## src/hw/rtl/pct_pkg.sv

```systemverilog
package pct_pkg;

    localparam int FUNC_W      = 2;
    localparam int KEY_W       = 48;
    localparam int GEN_W       = 64;
    localparam int TIME_W      = 64;
    localparam int CD_W        = 32;
    localparam int ALU_W       = 64;
    localparam int ENTRIES_DEF = 16;

    localparam logic [CD_W-1:0] COOLDOWN_RST = CD_W'(1000);

    localparam logic [FUNC_W-1:0] FN_ACQUIRE = 2'd0;
    localparam logic [FUNC_W-1:0] FN_KEEP    = 2'd1;
    localparam logic [FUNC_W-1:0] FN_SWEEP   = 2'd2;

    typedef struct packed {
        logic [KEY_W-1:0]  key;
        logic              scope;
        logic [GEN_W-1:0]  gen;
        logic [TIME_W-1:0] deadline;
    } t_entry;

    typedef enum logic {
        ALU_ADD,
        ALU_SUB
    } t_alu_op;

    typedef struct packed {
        logic    en;
        t_alu_op op;
    } t_alu_ctl;

endpackage

```

## src/hw/rtl/pct_if.sv

```systemverilog
interface pct_req_if import pct_pkg::*; ();
    logic              valid;
    logic              ready;
    logic [FUNC_W-1:0] func;
    logic [KEY_W-1:0]  dest_key;
    logic              scope;
    logic [GEN_W-1:0]  generation;
    logic [TIME_W-1:0] now_ms;

    modport source (output valid, func, dest_key, scope, generation, now_ms, input ready);
    modport sink   (input valid, func, dest_key, scope, generation, now_ms, output ready);
endinterface

interface pct_rsp_if;
    logic valid;
    logic ready;
    logic granted;
    logic table_full;

    modport source (output valid, granted, table_full, input ready);
    modport sink   (input valid, granted, table_full, output ready);
endinterface

```

## src/hw/rtl/pct_alu.sv

```systemverilog
module pct_alu
    import pct_pkg::*;
(
    input  logic             i_clk,
    input  t_alu_ctl         i_ctl,
    input  logic [ALU_W-1:0] i_a,
    input  logic [ALU_W-1:0] i_b,
    output logic [ALU_W-1:0] o_res,
    output logic             o_borrow
);

    logic [ALU_W-1:0] r_res;
    logic             r_borrow;
    logic             sub;
    logic [ALU_W-1:0] b_eff;
    logic [ALU_W:0]   sum;

    assign sub   = (i_ctl.op == ALU_SUB);
    assign b_eff = sub ? ~i_b : i_b;
    assign sum   = {1'b0, i_a} + {1'b0, b_eff} + {{ALU_W{1'b0}}, sub};

    always_ff @(posedge i_clk) begin
        if (i_ctl.en) begin
            r_res    <= sum[ALU_W-1:0];
            // carry out of a - b is set when no borrow occurred
            r_borrow <= ~sum[ALU_W];
        end
    end

    assign o_res    = r_res;
    assign o_borrow = r_borrow;

endmodule

```

## src/hw/rtl/pct_mem.sv

```systemverilog
module pct_mem
    import pct_pkg::*;
#(
    parameter int DEPTH = ENTRIES_DEF,
    parameter int AW    = 4
) (
    input  logic          i_clk,
    input  logic          i_we,
    input  logic [AW-1:0] i_waddr,
    input  t_entry        i_wdata,
    input  logic [AW-1:0] i_raddr,
    output t_entry        o_rdata
);

    t_entry mem [DEPTH];
    t_entry r_rdata;

    always_ff @(posedge i_clk) begin
        if (i_we) begin
            mem[i_waddr] <= i_wdata;
        end
        r_rdata <= mem[i_raddr];
    end

    assign o_rdata = r_rdata;

endmodule

```

## src/hw/rtl/probe_cooldown_table.sv

```systemverilog
// Per-destination probe cooldown table. Each request (acquire, keep mark,
// sweep or the unused function code) is taken as one transaction on i_req and
// answered by exactly one transaction on o_rsp. Acquire with a nonzero key
// and keep mark scan the entry memory one entry per cycle through its single
// registered read port. Generation compare, deadline test and the new
// deadline then go through one shared 64-bit add/subtract unit in successive
// cycles. After the scan and S_DRAIN, S_DEC ends a keep mark or an insert
// refused on a full table in S_FIN; an insert goes through S_WR, a hit that
// is denied through S_GEN and S_CHK, and a hit that is granted through S_GEN,
// S_CHK and S_WR. S_FIN loads the result into the output register. A sweep,
// an acquire with a zero key or the unused code goes from S_IDLE straight to
// S_FIN. i_req.ready is high only while no request is in progress, so the
// next request is accepted in the cycle after the result is loaded at the
// earliest. The output register lets it in while o_rsp waits; its own result
// then holds until o_rsp is taken. When no entry is free an insert is refused
// with table_full set. Write the cooldown interval through
// i_cfg_we/i_cfg_wdata only while the block is idle.
module probe_cooldown_table
    import pct_pkg::*;
#(
    parameter int ENTRIES = ENTRIES_DEF
) (
    input  logic            i_clk,
    input  logic            i_rst_n,
    input  logic            i_cfg_we,
    input  logic [CD_W-1:0] i_cfg_wdata,
    pct_req_if.sink         i_req,
    pct_rsp_if.source       o_rsp
);

    localparam int IDX_W = (ENTRIES > 1) ? $clog2(ENTRIES) : 1;
    localparam logic [IDX_W-1:0] LAST_IDX = IDX_W'(ENTRIES - 1);

    typedef enum logic [3:0] {
        S_IDLE,
        S_SCAN,
        S_DRAIN,
        S_DEC,
        S_GEN,
        S_CHK,
        S_WR,
        S_FIN
    } t_state;

    t_state              r_state,   n_state;
    logic [IDX_W-1:0]    r_idx,     n_idx;
    logic                r_cmp_vld, n_cmp_vld;
    logic [IDX_W-1:0]    r_cmp_idx, n_cmp_idx;
    logic [FUNC_W-1:0]   r_func,    n_func;
    logic [KEY_W-1:0]    r_key,     n_key;
    logic                r_scope,   n_scope;
    logic [GEN_W-1:0]    r_gen,     n_gen;
    logic [TIME_W-1:0]   r_now,     n_now;
    logic [CD_W-1:0]     r_cooldown, n_cooldown;
    logic [ENTRIES-1:0]  r_valid,   n_valid;
    logic [ENTRIES-1:0]  r_keep,    n_keep;
    logic                r_hit,     n_hit;
    logic [IDX_W-1:0]    r_hit_idx, n_hit_idx;
    logic                r_free,    n_free;
    logic [IDX_W-1:0]    r_free_idx, n_free_idx;
    logic [GEN_W-1:0]    r_ent_gen, n_ent_gen;
    logic [TIME_W-1:0]   r_ent_dl,  n_ent_dl;
    logic                r_older,   n_older;
    logic                r_same,    n_same;
    logic                r_res_g,   n_res_g;
    logic                r_res_f,   n_res_f;
    logic                r_out_vld, n_out_vld;
    logic                r_out_g,   n_out_g;
    logic                r_out_f,   n_out_f;

    t_alu_ctl            alu_ctl;
    logic [ALU_W-1:0]    alu_a;
    logic [ALU_W-1:0]    alu_b;
    logic [ALU_W-1:0]    alu_res;
    logic                alu_borrow;

    logic                mem_we;
    logic [IDX_W-1:0]    wr_idx;
    t_entry              mem_wdata;
    t_entry              mem_rdata;

    pct_alu u_alu (
        .i_clk    (i_clk),
        .i_ctl    (alu_ctl),
        .i_a      (alu_a),
        .i_b      (alu_b),
        .o_res    (alu_res),
        .o_borrow (alu_borrow)
    );

    pct_mem #(
        .DEPTH (ENTRIES),
        .AW    (IDX_W)
    ) u_mem (
        .i_clk   (i_clk),
        .i_we    (mem_we),
        .i_waddr (wr_idx),
        .i_wdata (mem_wdata),
        .i_raddr (r_idx),
        .o_rdata (mem_rdata)
    );

    assign wr_idx    = r_hit ? r_hit_idx : r_free_idx;
    assign mem_wdata = '{key: r_key, scope: r_scope, gen: r_gen, deadline: alu_res};

    assign i_req.ready      = (r_state == S_IDLE);
    assign o_rsp.valid      = r_out_vld;
    assign o_rsp.granted    = r_out_g;
    assign o_rsp.table_full = r_out_f;

    always_comb begin
        logic ent_v;
        logic key_eq;
        logic scope_ok;
        logic supp;

        n_state    = r_state;
        n_idx      = r_idx;
        n_cmp_vld  = (r_state == S_SCAN);
        n_cmp_idx  = r_idx;
        n_func     = r_func;
        n_key      = r_key;
        n_scope    = r_scope;
        n_gen      = r_gen;
        n_now      = r_now;
        n_cooldown = i_cfg_we ? i_cfg_wdata : r_cooldown;
        n_valid    = r_valid;
        n_keep     = r_keep;
        n_hit      = r_hit;
        n_hit_idx  = r_hit_idx;
        n_free     = r_free;
        n_free_idx = r_free_idx;
        n_ent_gen  = r_ent_gen;
        n_ent_dl   = r_ent_dl;
        n_older    = r_older;
        n_same     = r_same;
        n_res_g    = r_res_g;
        n_res_f    = r_res_f;
        n_out_vld  = r_out_vld;
        n_out_g    = r_out_g;
        n_out_f    = r_out_f;

        alu_ctl    = '{en: 1'b0, op: ALU_ADD};
        alu_a      = r_now;
        alu_b      = ALU_W'(r_cooldown);
        mem_we     = 1'b0;

        // compare stage: entry read last cycle is on mem_rdata
        ent_v    = r_valid[r_cmp_idx];
        key_eq   = (mem_rdata.key == r_key);
        scope_ok = (mem_rdata.scope == r_scope);
        supp     = 1'b0;
        if (r_cmp_vld) begin
            if (r_func == FN_KEEP) begin
                if (ent_v && key_eq) begin
                    n_keep[r_cmp_idx] = 1'b1;
                end
            end else begin
                if (ent_v && key_eq && scope_ok && !r_hit) begin
                    n_hit     = 1'b1;
                    n_hit_idx = r_cmp_idx;
                    n_ent_gen = mem_rdata.gen;
                    n_ent_dl  = mem_rdata.deadline;
                end
                if (!ent_v && !r_free) begin
                    n_free     = 1'b1;
                    n_free_idx = r_cmp_idx;
                end
            end
        end

        if (r_out_vld && o_rsp.ready) begin
            n_out_vld = 1'b0;
        end

        case (r_state)
            S_IDLE: begin
                if (i_req.valid) begin
                    n_func  = i_req.func;
                    n_key   = i_req.dest_key;
                    n_scope = i_req.scope;
                    n_gen   = i_req.generation;
                    n_now   = i_req.now_ms;
                    n_idx   = '0;
                    n_hit   = 1'b0;
                    n_free  = 1'b0;
                    n_res_g = 1'b0;
                    n_res_f = 1'b0;
                    case (i_req.func)
                        FN_ACQUIRE: begin
                            n_state = (i_req.dest_key == '0) ? S_FIN : S_SCAN;
                        end
                        FN_KEEP: begin
                            n_state = S_SCAN;
                        end
                        FN_SWEEP: begin
                            n_valid = r_valid & r_keep;
                            n_keep  = '0;
                            n_state = S_FIN;
                        end
                        default: begin
                            n_state = S_FIN;
                        end
                    endcase
                end
            end
            S_SCAN: begin
                if (r_idx == LAST_IDX) begin
                    n_state = S_DRAIN;
                end else begin
                    n_idx = r_idx + 1'b1;
                end
            end
            S_DRAIN: begin
                n_state = S_DEC;
            end
            S_DEC: begin
                if (r_func == FN_KEEP) begin
                    n_state = S_FIN;
                end else if (r_hit) begin
                    alu_ctl = '{en: 1'b1, op: ALU_SUB};
                    alu_a   = r_gen;
                    alu_b   = r_ent_gen;
                    n_state = S_GEN;
                end else if (r_free) begin
                    alu_ctl = '{en: 1'b1, op: ALU_ADD};
                    n_state = S_WR;
                end else begin
                    n_res_f = 1'b1;
                    n_state = S_FIN;
                end
            end
            S_GEN: begin
                n_older = alu_borrow;
                n_same  = (alu_res == '0);
                // remaining time until the stored deadline
                alu_ctl = '{en: 1'b1, op: ALU_SUB};
                alu_a   = r_ent_dl;
                alu_b   = r_now;
                n_state = S_CHK;
            end
            S_CHK: begin
                supp = r_same && (alu_res != '0) && !alu_res[ALU_W-1];
                if (r_older || supp) begin
                    n_state = S_FIN;
                end else begin
                    alu_ctl = '{en: 1'b1, op: ALU_ADD};
                    n_state = S_WR;
                end
            end
            S_WR: begin
                mem_we          = 1'b1;
                n_valid[wr_idx] = 1'b1;
                if (!r_hit) begin
                    n_keep[wr_idx] = 1'b0;
                end
                n_res_g = 1'b1;
                n_state = S_FIN;
            end
            S_FIN: begin
                // hold the result until the output register is free
                if (!r_out_vld || o_rsp.ready) begin
                    n_out_vld = 1'b1;
                    n_out_g   = r_res_g;
                    n_out_f   = r_res_f;
                    n_state   = S_IDLE;
                end
            end
            default: begin
                n_state = S_IDLE;
            end
        endcase
    end

    always_ff @(posedge i_clk) begin
        r_idx      <= n_idx;
        r_cmp_idx  <= n_cmp_idx;
        r_func     <= n_func;
        r_key      <= n_key;
        r_scope    <= n_scope;
        r_gen      <= n_gen;
        r_now      <= n_now;
        r_hit      <= n_hit;
        r_hit_idx  <= n_hit_idx;
        r_free     <= n_free;
        r_free_idx <= n_free_idx;
        r_ent_gen  <= n_ent_gen;
        r_ent_dl   <= n_ent_dl;
        r_older    <= n_older;
        r_same     <= n_same;
        r_res_g    <= n_res_g;
        r_res_f    <= n_res_f;
        r_out_g    <= n_out_g;
        r_out_f    <= n_out_f;
        if (!i_rst_n) begin
            r_state    <= S_IDLE;
            r_cmp_vld  <= 1'b0;
            r_cooldown <= COOLDOWN_RST;
            r_valid    <= '0;
            r_keep     <= '0;
            r_out_vld  <= 1'b0;
        end else begin
            r_state    <= n_state;
            r_cmp_vld  <= n_cmp_vld;
            r_cooldown <= n_cooldown;
            r_valid    <= n_valid;
            r_keep     <= n_keep;
            r_out_vld  <= n_out_vld;
        end
    end

endmodule

```

## src/flat_wrapper.sv

```systemverilog
// flat-port wrapper written by rule: the top's interface ports become plain ports
module probe_cooldown_table_flat import pct_pkg::*;
#(
    parameter int ENTRIES = ENTRIES_DEF
)
  (i_clk, i_rst_n, i_cfg_we, i_cfg_wdata, i_req_valid, i_req_func, i_req_dest_key, i_req_scope, i_req_generation, i_req_now_ms, i_req_ready, o_rsp_valid, o_rsp_granted, o_rsp_table_full, o_rsp_ready);
  pct_req_if i_req_i ();
  pct_rsp_if o_rsp_i ();
  input  logic i_clk;
  input  logic i_rst_n;
  input  logic i_cfg_we;
  input  logic [CD_W-1:0] i_cfg_wdata;
  input wire logic [$bits(i_req_i.valid)-1:0] i_req_valid;
  input wire logic [$bits(i_req_i.func)-1:0] i_req_func;
  input wire logic [$bits(i_req_i.dest_key)-1:0] i_req_dest_key;
  input wire logic [$bits(i_req_i.scope)-1:0] i_req_scope;
  input wire logic [$bits(i_req_i.generation)-1:0] i_req_generation;
  input wire logic [$bits(i_req_i.now_ms)-1:0] i_req_now_ms;
  output wire logic [$bits(i_req_i.ready)-1:0] i_req_ready;
  output wire logic [$bits(o_rsp_i.valid)-1:0] o_rsp_valid;
  output wire logic [$bits(o_rsp_i.granted)-1:0] o_rsp_granted;
  output wire logic [$bits(o_rsp_i.table_full)-1:0] o_rsp_table_full;
  input wire logic [$bits(o_rsp_i.ready)-1:0] o_rsp_ready;
  assign i_req_i.valid = i_req_valid;
  assign i_req_i.func = i_req_func;
  assign i_req_i.dest_key = i_req_dest_key;
  assign i_req_i.scope = i_req_scope;
  assign i_req_i.generation = i_req_generation;
  assign i_req_i.now_ms = i_req_now_ms;
  assign i_req_ready = i_req_i.ready;
  assign o_rsp_valid = o_rsp_i.valid;
  assign o_rsp_granted = o_rsp_i.granted;
  assign o_rsp_table_full = o_rsp_i.table_full;
  assign o_rsp_i.ready = o_rsp_ready;
  probe_cooldown_table #(.ENTRIES(ENTRIES)) u_core (.i_clk(i_clk), .i_rst_n(i_rst_n), .i_cfg_we(i_cfg_we), .i_cfg_wdata(i_cfg_wdata), .i_req(i_req_i), .o_rsp(o_rsp_i));
endmodule
```

## config.mk

```make
export PLATFORM = sky130hd
export DESIGN_NAME = probe_cooldown_table_flat
export DESIGN_NICKNAME = d
export VERILOG_FILES = /design/src/hw/rtl/pct_pkg.sv /design/src/hw/rtl/pct_if.sv /design/src/hw/rtl/pct_alu.sv /design/src/hw/rtl/pct_mem.sv /design/src/hw/rtl/probe_cooldown_table.sv /design/src/flat_wrapper.sv
export SDC_FILE = /design/constraint.sdc
export NUM_CORES = 2
export LEC_CHECK = 0
export BUFFER_PORTS_ARGS = -buffer_cell sky130_fd_sc_hd__buf_4
export CORE_MARGIN = 8
export CORE_UTILIZATION = 40
export CTS_BUF_LIST = sky130_fd_sc_hd__clkbuf_2 sky130_fd_sc_hd__clkbuf_4 sky130_fd_sc_hd__clkbuf_8
export DETAILED_ROUTE_END_ITERATION = 10
export GPL_TIMING_DRIVEN = 1
export PLACE_DENSITY = 0.65
export SLEW_MARGIN = 20
export SYNTH_ARGS = -nofsm -noshare
export SYNTH_HDL_FRONTEND = slang
export SYNTH_SLANG_ARGS = --single-unit
```

## constraint.sdc

```tcl
create_clock -name i_clk -period 16.95 [get_ports i_clk]
set_input_delay 3.39 -clock i_clk [delete_from_list [all_inputs] [get_ports i_clk]]
set_output_delay 3.39 -clock i_clk [all_outputs]
set_load 0.02 [all_outputs]
```

==> out/qor.yml <==
timing.setup.tns_ns: 0
cts_buffers: 555
worstPathCellList: "nand2_1 > nor3_2 > buf_4 > buf_4 > a221oi_1 > ha_1 > nand4_1 > nor4_1 > nand2_1 > a211oi_1 > o21ai_1 > or3_1 > a21oi_1 > a211oi_1"
ys_async_sr_fraction_pct: 0
cpPeakStageDelay_ns: 0.77
hold_viol: 0
critPathKind: "reg2reg"
p_leak_uw: 0.0480
syn2layout_area_growth_pct: 14.0
cts_setup_buffers: 0
viasPerCell: 5.65
fp-row-count: 210
comb_power_share_pct: 22.7
hp-class: "reg2reg"
place_area_sq_um: 139000
synth-edff-count: 3222
grt_use_total_pct: 18.6
outcome: "finished, final reports clean"
grt_pass1_wl_microns: 475000
power_frac_seq_pct: 47.0
grt_pass1_vias: 66200
netlist_instances: 6011
initial_core_util_pct: 40.2
yosysWarnings: 0
avgSynthCellArea_sq_um: 21.9
die_area_sq_um: 348000
switchingPower_uw: 7010
ys_ff_latch: 3474
routedWlPerCell_microns: 29.2
worstSetupStartpointType: "flip-flop"
multi_input_area_sq_um: 28500
seq_area_frac_synth_pct: 77.4
worst_pin_slew_ns: 1.14
internal-power_uw: 17100
ir_drop_mv: 0.166
cts_resized: 0
seq_area_sq_um: 102000
port_buffers: 219
switching_share_pct: 29.0
slew_headroom_pct: 23.9
ios: 220
yosys.area.top_type: "edfxtp_1"
postLayoutSetupSlackWorst_ns: 11.01
grt_max_degree: 166
clock_latency_ns: 1.12
crit_path_end_kind: "flip-flop"
worstPathMaxFanout: 88
ant_nets: 0
cts_sinks: 3474
synth.distinct_cells: 82
drt_wl_total_microns: 332000
cts_tree: "done"
dr.pass1.iters: 6
drv_slew: 0
ys_top_cells_by_area: "edfxtp_1 74%, mux4_2 15%, dfxtp_1 3.8%"
finalSetupViolations: 0
clock_skew_ns: 0.0675
critPathArrivalTime_ns: 6.78
layout_common_cells: "3,222 x edfxtp_1, 890 x mux4_2, 609 x clkbuf_8"
powerDensity_nw_per_um2: 161
drive_gt1_share_pct: 31.1
cts_max_level: 6
maxCapViolations: 0
clk_pin_slew_worst_paths_ns: 0.06
synth_nets: 6292
dp_hpwl_microns: 180000
clock_path_buffers: 4
ys.flop_type: "edfxtp_1"
layout.nets: 6866
core_area_sq_um: 327000
max_freq_ghz: 0.168
routabilityCongestion: 0.877
yosysTopAreaCellShare_pct: 73.5
p_clk_share_pct: 30.3
nFillCells: 27100
drt_iter0_drc: 7790
grt_antenna_before_repair: 9
die_w_microns: 590
layout_min_cycle_time_ns: 5.94
rsz0062_at_grt: "false"
period_share_pct: 35.1
fin_util_pct: 45.8
num_vias: 64400
layout_commonest_cell: "edfxtp_1"
syn_area_sq_um: 132000
place_ws_ns: 10.75
drc: 0
grt-ovfl-total: 0
cpMaxStageDelayCell: "buf_4"
finish.instance_area_sq_um: 150000
cts_root_buf: "clkbuf_8"
cts_hold_buf: 0
crit_required_ns: 17.79
chipHeight_microns: 590
final timing paths:
check	from	to	slack, ns	depth (start not counted)
min	u_core.u_mem.o_rdata[32]	u_core.r_ent_dl[32]	0.39	0
min reg2reg	u_core.u_mem.o_rdata[32]	u_core.r_ent_dl[32]	0.39	0
max	u_core.r_hit	u_core.u_alu.o_res[63]	11.01	14
max reg2reg	u_core.r_hit	u_core.u_alu.o_res[63]	11.01	14
area by class of cell:
cell class	count	area share, %
Clock buffer	814	6.62
Tap cell	4346	3.63
Multi-Input combinational cell	2193	19.0
Inverter	46	0.204
Antenna cell	2	0.00334
Timing Repair Buffer	315	1.64
Clock inverter	201	1.00
Sequential cell	3474	67.9
worst max-delay path, delay by kind of cell (launching register included):
family          cells  cell delay (ns)
simple gates        6             1.75
flops               1             0.76
compound gates      5             1.35
fa+ha+maj           1             0.48
buf+inv             2             1.23
registers in the layout (all words and copies together) (netlist names), 2 cells and up:
signal and cells:
u_core.r_cooldown 32, u_core.r_cmp_idx 4, u_core.r_free_idx 4, u_core.r_hit_idx 4
u_core.r_ent_gen 64, u_core.u_mem.mem 2832, u_core.r_key 48, u_core.r_valid 16
u_core.r_gen 64, u_core.u_alu.o_res 64, u_core.n_cmp_idx 4, u_core.r_now 64
u_core.u_mem.o_rdata 177, u_core.r_ent_dl 64, u_core.r_func 2, u_core.r_keep 16
u_core.r_state 3
metal layers:
metal	share of wire (%)	wire length (microns)	GRT usage, %
met1	41	137000	26.0
met3	8.0	26700	3.50
met2	48	161000	30.3
met5	0.0099	33	0
met4	2.2	7300	4.56
per-stage QoR:
stage          power (uW)  hold WS [ns]  std cells
4_1_cts             24300         0.398      11400
3_5_place_dp        17000         0.389      10400
5_1_grt             25100         0.404      11400
3_3_place_gp        16900         0.387      10400
2_1_floorplan       15200         0.346       6011
6_report            24100         0.388      11400
cells by family (layout without fill, tap and decap cells):
group / Yosys count / in the layout / share of synthesized area (%)
and+or+nand+nor: 620 / 620 / 2.21
buffers and inverters: 344 / 1376 / 0.992
other: 0 / 2 / 0
DFF: 3474 / 3474 / 77.4
AOI/OAI and AO/OA: 476 / 476 / 2.58
adders and majority gates: 65 / 65 / 0.624
muxes: 929 / 929 / 15.5
xor gates and xnor gates: 103 / 103 / 0.686
power by group through the flow:
stage | combinational [uW] | sequential [uW] | clock (uW)
2_1_floorplan | 4180 | 11000 | 0
3_3_place_gp | 5480 | 11400 | 0
3_5_place_dp | 5510 | 11500 | 0
4_1_cts | 5530 | 11300 | 7470
5_1_grt | 5880 | 11400 | 7820
6_report | 5490 | 11300 | 7320
Yosys cell counts (all sizes together), types with 36 or more instances:
cell,instances
a21o,37
a21oi,91
a22oi,64
buf,86
clkbuf,212
dfxtp,252
edfxtp,3222
ha,64
inv,46
mux4,890
nand2,240
nand4,36
nor2,140
nor2b,38
nor4,42
o21ai,73
xnor2,60
xor2,43
Power figures use the tool's default switching activity.
